--- config.mk ---
export PLATFORM = sky130hd
export DESIGN_NAME = dmsrt_ctrl
export DESIGN_NICKNAME = d
export VERILOG_FILES = /design/src/rtl/dmsrt_pkg.sv /design/src/rtl/dmsrt_ctrl.sv
export SDC_FILE = /design/constraint.sdc
export NUM_CORES = 1
export LEC_CHECK = 0
export BUFFER_PORTS_ARGS = -buffer_cell sky130_fd_sc_hd__buf_2
export CAP_MARGIN = 15
export CELL_PAD_IN_SITES_DETAIL_PLACEMENT = 1
export CELL_PAD_IN_SITES_GLOBAL_PLACEMENT = 2
export CORE_MARGIN = 2
export CORE_UTILIZATION = 17
export CTS_CLUSTER_DIAMETER = 150
export CTS_CLUSTER_SIZE = 10
export DETAILED_ROUTE_END_ITERATION = 6
export GPL_TIMING_DRIVEN = 0
export PLACE_DENSITY_LB_ADDON = 0.2
export RECOVER_POWER = 50
export SYNTH_ARGS = -nofsm -noshare
export SYNTH_HDL_FRONTEND = slang
export SYNTH_SLANG_ARGS = --single-unit
--- constraint.sdc ---
create_clock -name clock -period 0.9 [get_ports clock]
set_input_delay 0.09 -clock clock [delete_from_list [all_inputs] [get_ports clock]]
set_output_delay 0.09 -clock clock [all_outputs]
set_load 0.005 [all_outputs]
--- src/rtl/dmsrt_pkg.sv ---
`timescale 1ns / 1ps
// ---------------------------------------------------------------------------
// Search result table package
// Shared sizes, command and kind codes, payload and control types.
// ---------------------------------------------------------------------------
package dmsrt_pkg;

   localparam int TABLE_ENTRIES = 4096;
   localparam int IDX_W         = $clog2(TABLE_ENTRIES);
   localparam int CSR_W         = 13;
   localparam int DIV_STEPS     = 32;

   localparam logic [2:0] CMD_PROBE_EXACT   = 3'd0;
   localparam logic [2:0] CMD_PROBE_BOUNDED = 3'd1;
   localparam logic [2:0] CMD_SAVE_EXACT    = 3'd2;
   localparam logic [2:0] CMD_SAVE_FULL     = 3'd3;
   localparam logic [2:0] CMD_CLEAR         = 3'd4;

   localparam logic [1:0] KIND_EMPTY = 2'd0;
   localparam logic [1:0] KIND_EXACT = 2'd1;
   localparam logic [1:0] KIND_UPPER = 2'd2;
   localparam logic [1:0] KIND_LOWER = 2'd3;

   localparam logic [7:0] CLEARED_MOVE = 8'hFF;

   typedef struct packed {
      logic [2:0]         cmd;
      logic [63:0]        key;
      logic [7:0]         depth;
      logic signed [31:0] alpha;
      logic signed [31:0] beta;
      logic signed [15:0] value;
      logic [7:0]         chosen_move;
      logic [1:0]         kind;
   } req_payload_type;

   typedef struct packed {
      logic               hit;
      logic [63:0]        slot_key;
      logic [7:0]         slot_depth;
      logic signed [15:0] slot_value;
      logic [7:0]         slot_move;
      logic [1:0]         slot_kind;
   } rsp_payload_type;

   typedef struct packed {
      logic [63:0]        key;
      logic [7:0]         depth;
      logic signed [15:0] value;
      logic [1:0]         kind;
   } entry_type;

   typedef enum logic [2:0] {
      ST_INIT,
      ST_IDLE,
      ST_DIVIDE,
      ST_ACCESS,
      ST_WIPE,
      ST_FINISH
   } state_type;

   typedef struct packed {
      logic capture;
      logic div_step;
      logic mem_read;
      logic mem_write;
      logic wipe_step;
      logic rsp_load;
   } ctrl_cmd_type;

   typedef struct packed {
      logic       div_last;
      logic       wipe_last;
      logic [2:0] cmd;
   } dp_status_type;

endpackage

--- src/rtl/dmsrt_ctrl.sv ---
`timescale 1ns / 1ps
// ---------------------------------------------------------------------------
// Search result table controller
// Sequences capture, index division, slot access, table sweep and result.
// ---------------------------------------------------------------------------
module dmsrt_ctrl (
   input  logic                     clock,
   input  logic                     reset,
   input  logic                     req_valid,
   output logic                     req_stall,
   output logic                     rsp_valid,
   input  logic                     rsp_stall,
   input  dmsrt_pkg::dp_status_type status,
   output dmsrt_pkg::ctrl_cmd_type  ctrl
);
   import dmsrt_pkg::*;

   state_type state_ff;
   state_type state_in;
   logic      rsp_valid_ff;
   logic      rsp_valid_in;
   logic      out_free;

   assign out_free = !rsp_valid_ff || !rsp_stall;

   always_ff @(posedge clock) begin
      if (reset) begin
         state_ff     <= ST_INIT;
         rsp_valid_ff <= 1'b0;
      end else begin
         state_ff     <= state_in;
         rsp_valid_ff <= rsp_valid_in;
      end
   end

   always_comb begin
      state_in     = state_ff;
      ctrl         = '0;
      req_stall    = 1'b1;
      rsp_valid_in = rsp_valid_ff && rsp_stall;
      unique case (state_ff)
         ST_INIT: begin
            ctrl.wipe_step = 1'b1;
            if (status.wipe_last) begin
               state_in = ST_IDLE;
            end
         end
         ST_IDLE: begin
            req_stall = 1'b0;
            if (req_valid) begin
               ctrl.capture = 1'b1;
               state_in     = ST_DIVIDE;
            end
         end
         ST_DIVIDE: begin
            ctrl.div_step = 1'b1;
            if (status.div_last) begin
               state_in = ST_ACCESS;
            end
         end
         ST_ACCESS: begin
            unique case (status.cmd)
               CMD_PROBE_EXACT, CMD_PROBE_BOUNDED: begin
                  ctrl.mem_read = 1'b1;
                  state_in      = ST_FINISH;
               end
               CMD_SAVE_EXACT, CMD_SAVE_FULL: begin
                  ctrl.mem_write = 1'b1;
                  state_in       = ST_FINISH;
               end
               CMD_CLEAR: begin
                  state_in = ST_WIPE;
               end
               default: begin
                  state_in = ST_FINISH;
               end
            endcase
         end
         ST_WIPE: begin
            ctrl.wipe_step = 1'b1;
            if (status.wipe_last) begin
               state_in = ST_FINISH;
            end
         end
         ST_FINISH: begin
            // hold until the result register can take a new transaction
            if (out_free) begin
               ctrl.rsp_load = 1'b1;
               rsp_valid_in  = 1'b1;
               state_in      = ST_IDLE;
            end
         end
         default: begin
            state_in = ST_IDLE;
         end
      endcase
   end

   assign rsp_valid = rsp_valid_ff;

endmodule

==> qor.txt <==
CTS tree: yes
Clock tree root buffer cell: clkbuf_4
Tmin final: 1.235 ns
Core area: 1489 um^2
RSZ-0062 raised after global routing: yes
Die Width: 43.41 um
Crit Path Class: flip-flop to primary output
Final Util: 0.3588
Crit-path max FO: 6
Top post-synthesis cells by count: dfxtp_1 (4), a21oi_1 (3), nand2b_2 (2), nor2_1 (2), nor4b_1 (2)
Detailed-route via count: 341
DRT iter0 DRCs: 5
Sequential-to-total area share from yosys stat: 0.3033
Area contributors post-synth: dfxtp_1 (30%), nand2b_2 (6.6%), nor4b_1 (6.6%)
Mapped cell area: 264.0 um^2
GP Congestion: 0.6419
Yosys top cell area share: 0.3033
DP Area: 370.4 um^2
Vias in the first global route: 318
Async SR Flop Fraction: 0
PnR worst setup slack: -0.3353 ns
Worst-Margin Slew: 0.1866 ns
Final net count: 69
Cells after Synth: 29
GRT Total Usage: 0.1038
First-pass GRT wire length: 1.414 mm
Status: finished, violations left
Port bufs: 16
Hold Path Class: input port to flip-flop
Clock Skews: 0.0006213 ns
WP data arrival: 1.15 ns
Fin crit share: 1.373
Largest net degree at the start of global routing: 9
Initial antenna violation count: 0
Number of library cell types mapped by synthesis: 21
Finished layout cell area: 534.3 um^2
Count leader, synth: dfxtp_1
Clock H-tree levels: 1
Starting Density: 0.1773
Ys flop type: dfxtp_1
Final count of hold timing violations: 0
Top achievable clock speed: 809.5 MHz
Clock Path Buffers: 2
Overall routed net length: 966 um
Final Max Slew Viols: 0
Clock sink count: 4
Area Growth Syn to Fin: 102.4%
ANT cells: 0
WP data required: 0.81 ns
Layout cells sized above 1: 0.7931
DRC: 0
DIE HEIGHT: 43.41 um
CTS Hold Bufs: 0
Max VDD drop: 0.4621 mV
Routed len/inst: 13.05 um
Drt pass-1 iters: 4
Post-synth EDFFs: 0
Syn Nets: 38
Design Power: 0.6482 mW
CTS buffer count: 3
Setup crit start kind: flip-flop
I/O pin total: 17
PD cells: 1213 nW/um^2
Failing checks: setup timing
Final setup vio count: 11
Dpl hpwl: 614.4 um
Lkg Pwr: 0.2469 nW
Antenna-violating nets left: 0
Yosys top cell by area: dfxtp_1
Critical path endpoint category: primary output
Register bit count reported by yosys: 4
Clock slew at reported path FFs: 0.04 ns
Post-synthesis average cell area: 9.104 um^2
Routed vias/inst: 4.608
Die area: 1884 um^2
Synth warn: 0
Slew headroom: 0.8745
Site row count: 14
Max-cap check violation count: 0
Grt total ovfl: 0
Clk_lat worst skew: 0.23 ns
## routing by layer
| metal | up-vias | track usage | routed length [um] |
|---|---|---|---|
| met4 | 0 | 0.05455 | 0 |
| met5 | - | 0 | 0 |
| met1 | 163 | 0.1176 | 343 |
| li1 | 167 | - | - |
| met2 | 11 | 0.1791 | 571 |
| met3 | 0 | 0.02500 | 51 |
## what timing repair did
item | in CTS | in global routing
endpoints found under the setup margin | 11 | 11
setup buffers | 6 | 4
pin swaps | 4 | 4
gates cloned | 0 | 0
gates resized for setup | 11 | 7
## area by class of cell
cell class                      count  area (um^2)
Buffer                              2        22.52
Clock buffer                        3        22.52
Fill cell                         181        954.7
Inverter                            1        3.754
Multi-Input combinational cell     22        210.2
Sequential cell                     4        85.08
Tap cell                           16        20.02
Timing Repair Buffer               26        170.2
## power by group
part | switching [mW] | leakage [nW] | total [mW] | internal (mW)
Clock | 0.0783 | 0.0138 | 0.228 | 0.150
Combinational | 0.0928 | 0.199 | 0.225 | 0.133
Sequential | 0.00799 | 0.0339 | 0.195 | 0.187
## cell usage in the layout, fill, tap and decap left out, types with 2 or more instances in the layout
| cell type | synthesis | routed |
|---|---|---|
| dfxtp_1 | 4 | 2 |
| buf_2 | 0 | 16 |
| buf_6 | 1 | 6 |
| buf_4 | 1 | 6 |
| nor4b_2 | 0 | 2 |
| nand2b_4 | 0 | 2 |
| a21oi_2 | 1 | 4 |
| clkbuf_4 | 0 | 3 |
## logic make-up after synthesis
kind of cell,Yosys count,synth area share
buf+inv,3,0.08530
flops,4,0.3033
compound gates,6,0.1611
simple gates,16,0.4503
## state kept, by name, indices dropped and copies added (netlist names)
| register | cells |
|---|---|
| state_ff | 3 |
| rsp_valid | 1 |
## critical path: stages, from the launching register on
cell	delay (ns)
dfxtp_1	0.30
buf_6	0.13
and2b_2	0.20
and4b_1	0.16
buf_2	0.12
## path summary, 6_finish.rpt
check	slack (ns)	depth (start not counted)	endpoint	start
worst max-delay path	-0.34	4	ctrl[2]	state_ff[0]
worst max register to register	-0.13	5	state_ff[0]	state_ff[1]
worst min register to register	0.56	2	rsp_valid	rsp_valid
worst min-delay path	0.06	2	state_ff[2]	reset
## through the flow
stage | worst slack, ns | hold WS [ns] | TNS (ns) | cells
after global routing | -0.3823 | 0.06334 | -2.872 | 74
after detailed placement | -0.1429 | 0.3069 | -0.7398 | 61
after global placement | -0.1226 | 0.3064 | -0.4413 | 61
final | -0.3353 | 0.06386 | -2.243 | 74
after CTS | -0.3427 | 0.05602 | -2.141 | 70
after floorplan | 0.01825 | 0.1591 | 0 | 29
No activity file was read; power rests on OpenSTA's default activity.
